[config.mk]
export PLATFORM = sky130hd
export DESIGN_NAME = cih_hash
export DESIGN_NICKNAME = d
export VERILOG_FILES = /design/src/sv/cih_pkg.sv /design/src/sv/cih_hash.sv
export SDC_FILE = /design/constraint.sdc
export NUM_CORES = 2
export LEC_CHECK = 0
export BUFFER_PORTS_ARGS = -buffer_cell sky130_fd_sc_hd__buf_2
export CORE_ASPECT_RATIO = 2
export CORE_MARGIN = 1.5
export CORE_UTILIZATION = 35
export DETAILED_ROUTE_END_ITERATION = 10
export GPL_TIMING_DRIVEN = 0
export PLACE_DENSITY = 0.54
export SKIP_CTS_REPAIR_TIMING = 1
export SLEW_MARGIN = 20
export SYNTH_ARGS = -nofsm -noshare
export SYNTH_HDL_FRONTEND = slang
export SYNTH_SLANG_ARGS = --single-unit
[constraint.sdc]
create_clock -name clk -period 8.8 [get_ports clk]
set_input_delay 0.44 -clock clk [delete_from_list [all_inputs] [get_ports clk]]
set_output_delay 0.44 -clock clk [all_outputs]
set_load 0.02 [all_outputs]
[src/sv/cih_pkg.sv]
package cih_pkg;

	localparam int INDEX_BITS   = 12;
	localparam int ENTRY_COUNT  = 1 << INDEX_BITS;
	localparam int FREE_W       = INDEX_BITS + 1;
	localparam int CMP_W        = (INDEX_BITS + 1 > 13) ? INDEX_BITS + 1 : 13;

	localparam int BUCKET_BITS  = 8;
	localparam int BUCKET_COUNT = 1 << BUCKET_BITS;
	localparam int HASH_SHIFT   = 64 - BUCKET_BITS;

	localparam logic [63:0] HASH_MULT = 64'h00FA_D3E3_95C4_12EB;
	localparam logic [31:0] HASH_LO   = HASH_MULT[31:0];
	localparam logic [31:0] HASH_HI   = HASH_MULT[63:32];

	// multiply steps of the hash sequencer
	localparam logic [1:0] HSTEP_LL = 2'd0;
	localparam logic [1:0] HSTEP_LH = 2'd1;
	localparam logic [1:0] HSTEP_HL = 2'd2;

	localparam logic [1:0] CMD_READ   = 2'd0;
	localparam logic [1:0] CMD_LOOKUP = 2'd1;
	localparam logic [1:0] CMD_INTERN = 2'd2;

	typedef logic [INDEX_BITS-1:0]  entry_idx_t;
	typedef logic [FREE_W-1:0]      free_cnt_t;
	typedef logic [BUCKET_BITS-1:0] bucket_t;

	typedef struct packed {
		logic [1:0]  command;
		logic [63:0] value;
		logic [11:0] index;
	} req_t;

	typedef struct packed {
		logic [11:0] result_index;
		logic [63:0] result_value;
		logic        found;
		logic        table_full;
	} rsp_t;

	typedef struct packed {
		entry_idx_t  link;
		logic [63:0] value;
	} ent_word_t;

	typedef enum logic [2:0] {
		S_IDLE,
		S_HASH,
		S_HEAD,
		S_WALK,
		S_ALLOC,
		S_READ,
		S_RESP
	} state_t;

endpackage

[src/sv/cih_hash.sv]
module cih_hash (
	input  logic                clk,
	input  logic                arst_n,
	input  logic                start,
	input  logic [63:0]         value,
	output logic                done,
	output cih_pkg::bucket_t    bucket
);

	logic        busy_q;
	logic        done_q;
	logic [1:0]  step_q;
	logic [63:0] acc_q;
	logic [31:0] op_a;
	logic [31:0] op_b;
	logic [63:0] prod;

	// low 64 bits of value * mult = ll + ((lh + hl) << 32)
	always_comb begin
		op_a = (step_q == cih_pkg::HSTEP_HL) ? value[63:32] : value[31:0];
		op_b = (step_q == cih_pkg::HSTEP_LH) ? cih_pkg::HASH_HI : cih_pkg::HASH_LO;
		prod = 64'(op_a) * 64'(op_b);
	end

	always_ff @(posedge clk or negedge arst_n) begin
		if (!arst_n) begin
			busy_q <= 1'b0;
			done_q <= 1'b0;
			step_q <= cih_pkg::HSTEP_LL;
		end else begin
			done_q <= busy_q && (step_q == cih_pkg::HSTEP_HL);
			if (start) begin
				busy_q <= 1'b1;
				step_q <= cih_pkg::HSTEP_LL;
			end else if (busy_q) begin
				if (step_q == cih_pkg::HSTEP_HL) begin
					busy_q <= 1'b0;
				end
				step_q <= step_q + 2'd1;
			end
		end
	end

	always_ff @(posedge clk) begin
		if (busy_q) begin
			if (step_q == cih_pkg::HSTEP_LL) begin
				acc_q <= prod;
			end else begin
				acc_q[63:32] <= acc_q[63:32] + prod[31:0];
			end
		end
	end

	assign done   = done_q;
	assign bucket = acc_q[63:cih_pkg::HASH_SHIFT];

endmodule

-- After elaboration in Yosys (flattened, before gate mapping)
Cells that the tools add are included.
- output and inout bits: 9
- bits in read-only memories: 0
- word-level logic and storage cells: 20
- register bits after elaboration: 36
- memories: 0
- bits in latches: 0
- bits of input ports: 67
- RAM bits: 0
- multiplexer cells: 8
- reductions and logical operators: 3
- shift-type cells: 0
- add/subtract/negate cells: 2
- divide/modulo/power cells: 0
- order comparisons: 0
- $mul: 1
- equality and inequality tests: 2
- bitwise operators: 0
- operators with widths (operator ; number):
    32-bit two-way mux ; 3
    32-bit by 32-bit multiplier with 64-bit output ; 1
    32-bit adder ; 1
    2-bit two-way mux ; 2
    1-bit two-way mux ; 3
    2-bit by 1-bit adder with 2-bit output, second input constant ; 1
    2-bit by 1-bit equality test with 1-bit output, second input constant ; 1
    2-bit equality test, second input constant ; 1
    2-bit logical NOT ; 1
    2-bit nonzero test ; 1
    1-bit logical AND ; 1

-- Logic depth before layout (Yosys ltp)
- word-level depth: 5
- depth in mapped cells: 37
- depth with buffers taken out: 36

-- Worst setup path after synthesis
Ideal clock, no wire load.
- path kind: reg2reg
- start point: register step_q[0]
- end point: register acc_q[61] (data pin)
- path slack: -0.796 ns
- data required time: 8.531 ns
- stages on the path, launching flop included: 34
- path buffers: 3
- data arrival time: 9.327 ns
- period minus slack after synthesis: 9.596 ns
- cells stage by stage: dfrtp_1 inv_1 ha_1 buf_1 clkbuf_1 buf_1 mux2_2 fa_1 fa_1 fa_1 inv_1 fa_1 inv_1 fa_1 inv_1 fa_1 inv_1 fa_1 fa_1 ha_1 a21o_1 a31oi_1 o21a_1 xnor2_1 ha_1 or3_1 o21ai_0 a31oi_1 a311o_1 a31oi_1 o311ai_1 o21a_1 o311ai_0 o21ai_1
- cells in the longest elaborated chain, start to end: 5
- elaborated cells on any way between the ends: 8
- classes of those cells: add/sub (1); mul (1); eq/ne (2); mux (3); reduce/logical (1)
- RTL lines (element ; RTL line ; source):
    from (decl) ; cih_hash.sv:12 ; logic [1:0] step_q;
    from (signal assigned) ; cih_hash.sv:29 ; step_q <= cih_pkg::HSTEP_LL;
    from (signal assigned) ; cih_hash.sv:34 ; step_q <= cih_pkg::HSTEP_LL;
    from (signal assigned) ; cih_hash.sv:39 ; step_q <= step_q + 2'd1;
    2-bit equality test / 2-bit by 1-bit equality test with 1-bit output (equally long branches) ; cih_hash.sv:20, cih_hash.sv:21 ;
    32-bit two-way mux, on equally long branches ; cih_hash.sv:20, cih_hash.sv:21 ;
    32-bit by 32-bit multiplier with 64-bit output ; cih_hash.sv:22 ; prod = 64'(op_a) * 64'(op_b);
    32-bit adder ; cih_hash.sv:49 ; acc_q[63:32] <= acc_q[63:32] + prod[31:0];
    32-bit two-way mux * ; cih_hash.sv:46 ; if (step_q == cih_pkg::HSTEP_LL) begin
    to (signal assigned) ; cih_hash.sv:47 ; acc_q <= prod;
    to (signal assigned) ; cih_hash.sv:49 ;
    to (decl) ; cih_hash.sv:13 ; logic [63:0] acc_q;
Every way passes the cells marked *; elsewhere a longest branch is shown, timed or not.
A chain may end at the register's enable or synchronous reset.

-- Worst setup path in the final report
- start point: register step_q[0]
- end point: register acc_q[63] (data pin)
Same word-level chain as after synthesis.

==> results_dict.tcl <==
set metrics [dict create \
    drive_above_1_share_pct 18.2 \
    setup.worst_path.class "reg -> reg" \
    crit_path_frequent_cell "fa_1" \
    start_util_pct 35.3 \
    yosys_warnings 0 \
    antenna_found_initial 0 \
    status "complete, but fails checks" \
    tightest_slew_ns 1.09 \
    ff2ff_setup_slack_ns -0.67 \
    synth.distinct_cells 76 \
    insertion_delay_ns 0.29 \
    crit_path_start "step_q[0]" \
    hold_path.class "in -> reg" \
    hold_violations 0 \
    ios 76 \
    postSynthCellCount 2825 \
    cp.required_ns 8.91 \
    ys_seq_elements 36 \
    core_area_um2 76900 \
    cp_slowest_cell "fa_1" \
    tritoncts "built" \
    wl_per_cell_um 24.3 \
    cts_sinks 36 \
    gp_congestion 1.01 \
    placed_area_um2 28900 \
    detail-route-antenna-nets 0 \
    vias_per_cell 5.04 \
    fin_util_pct 41.4 \
    grt_pass1_vias 22200 \
    crit_end "acc_q[63]" \
    seq_area_frac_synth_pct 3.91 \
    synth_enable_flop_cells 32 \
    dieArea_um2 79300 \
    root_buffer "clkbuf_16" \
    cts_buffers 5 \
    cap_violations 0 \
    via_count 20500 \
    clock.fmax_mhz 106 \
    finalClockSkew_ns 0.00716 \
    setup_viol 17 \
    synth_fp_nets 3931 \
    syn2layout_area_growth_pct 17.5 \
    grt_first_pass_wirelength_um 142000 \
    rsz0062_at_grt "true" \
    top_usage_layer "met2" \
    gr-usage-met3_pct 1.63 \
    synth.avg_cell_area_um2 9.60 \
    cts.path.max_buffers 2 \
    netlist_area_um2 27100 \
    cp.arrival_ns 9.58 \
    use_met1_pct 24.2 \
    met2_usage_pct 48.0 \
    async_flop_share_pct 11.1 \
    path_max_fanout 7 \
    die_w_um 200 \
    dr.pass1.iters 5 \
    violations "negative setup slack" \
    cts_max_level 2 \
    clk_pin_slew_ns 0.06 \
    hold_start "start" \
    reg2reg_to "acc_q[63]" \
    wl_um 99100 \
    cp_slowest_stage_delay_ns 0.62 \
    period_minus_slack_ns 9.47 \
    finalInstanceArea_um2 31900 \
    worst_slack_ns -0.668 \
    nets 4152 \
    hpwlAfterDp_um 86300 \
    track_usage_pct 25.3 \
    crit_path_start_kind "register" \
    slew_headroom_pct 27.0 \
    drt-initial-drc-count 834 \
    drv_slew 0 \
    grt_max_degree 21 \
    cp-end-kind "register" \
    drc 0 \
    std_cell_rows 144 \
    antennaDiodeCount 0 \
    port_buffers 75 \
    hold_ws_ns 0.332 \
    r2r_cells 33 \
    r2r_start "step_q[0]" \
    die_y_um 397 \
    gr-total-overflow 0 \
    finalCritPeriodShare_pct 108 \
    synth_ff_type "edfxtp_1" \
]
## logic make-up after synthesis
group | share of synthesized area [%]
buffers and inverters | 11.9
flip-flops | 3.91
AO/OA/AOI/OAI | 9.20
multiplexers | 1.91
adder cells (fa/ha/maj) | 62.8
AND/OR/NAND/NOR | 6.54
XOR/XNOR | 3.68
other | 0.0138
## sequential cells by signal (all words and copies together), names as in the netlist
name,cells
step_q,2
busy_q,1
done,1
acc_q,32
## cell usage in the layout, fill, tap and decap left out, types with 16 or more instances in the layout
cell        instances
xor2_1             24
mux2i_4            21
clkinvlp_4         17
nand3_1            25
a21oi_2            16
buf_4             138
fa_2               21
a21o_1             44
fa_1              517
ha_1              467
nand2_1            97
o21bai_1           29
buf_2              77
o21a_1             18
nor2_1            100
xnor2_1            68
ha_4               21
a21oi_1           114
o21ai_0            48
edfxtp_1           32
inv_1             724
and2_1             18
## worst min-delay path by stage
stage           endpoint  cells past startpoint
2_1_floorplan     busy_q                      0
3_3_place_gp        done                      1
3_5_place_dp        done                      1
4_1_cts             done                      1
5_1_grt        step_q[0]                      2
6_report       step_q[0]                      2
## area by class of cell
class / count / area (µm²)
fillers: 7668 / 45100
well taps: 1022 / 1280
clock buffers: 5 / 125
plain buffers: 55 / 470
clock inverters: 3 / 13.8
flip-flops and latches: 36 / 1060
inverters: 757 / 2920
repair buffers: 223 / 1680
multi-input cells: 1968 / 24300
## critical path, delay by kind of cell, from the launching register on
family	cells	cell delay, ns
AOI/OAI and AO/OA	9	1.74
and+or+nand+nor	5	1.27
adders and majority gates	11	4.51
buffers and inverters	6	0.77
muxes	1	0.28
DFF	1	0.42
xor gates and xnor gates	1	0.26
## Yosys cell counts, drive strengths merged, types with 5 or more instances
cell type    n  share of area [%]
inv        753                 10
fa         538                 40
ha         501                 23
a21oi      133                2.5
nor2       122                1.7
nand2      104                1.4
xnor2       84                2.7
o21ai       63                1.2
a21o        49                1.4
clkbuf      47               0.95
mux2i       35                1.3
edfxtp      32                3.5
o21bai      31               0.86
xor2        30               0.97
and2        29               0.68
nand3       28               0.52
o21a        18               0.50
buf         16               0.37
mux2        15               0.62
nand4       15               0.35
nor2b       15               0.35
a31oi       13               0.30
a211oi      12               0.33
and3        11               0.26
nor3        10               0.18
o211ai      10               0.28
o22ai       10               0.23
or2          9               0.21
nand2b       8               0.18
a31o         7               0.23
a21boi       6               0.18
o31ai        6               0.17
nor4         5               0.12
o311ai       5               0.16
or3          5               0.15
## per-layer routing
metal  vias up  part of all wire, %
li1       9345                    -
met1     10400                   32
met2       539                   54
met3       286                  2.5
met4         0                   12
met5         -                    0
## per-stage QoR
stage                     worst slack (ns)  TNS [ns]  cells
after floorplan                    0.00666         0   2825
after global placement               -2.89    -60.74   3922
after detailed placement             -2.76    -53.46   3924
after CTS                            -2.85    -55.61   3932
after global routing                 -1.01     -9.31   4069
final                               -0.668     -4.73   4069
Power is not shown: default switching activity piles up to over one toggle a cycle in this logic, so the estimate is an artifact.
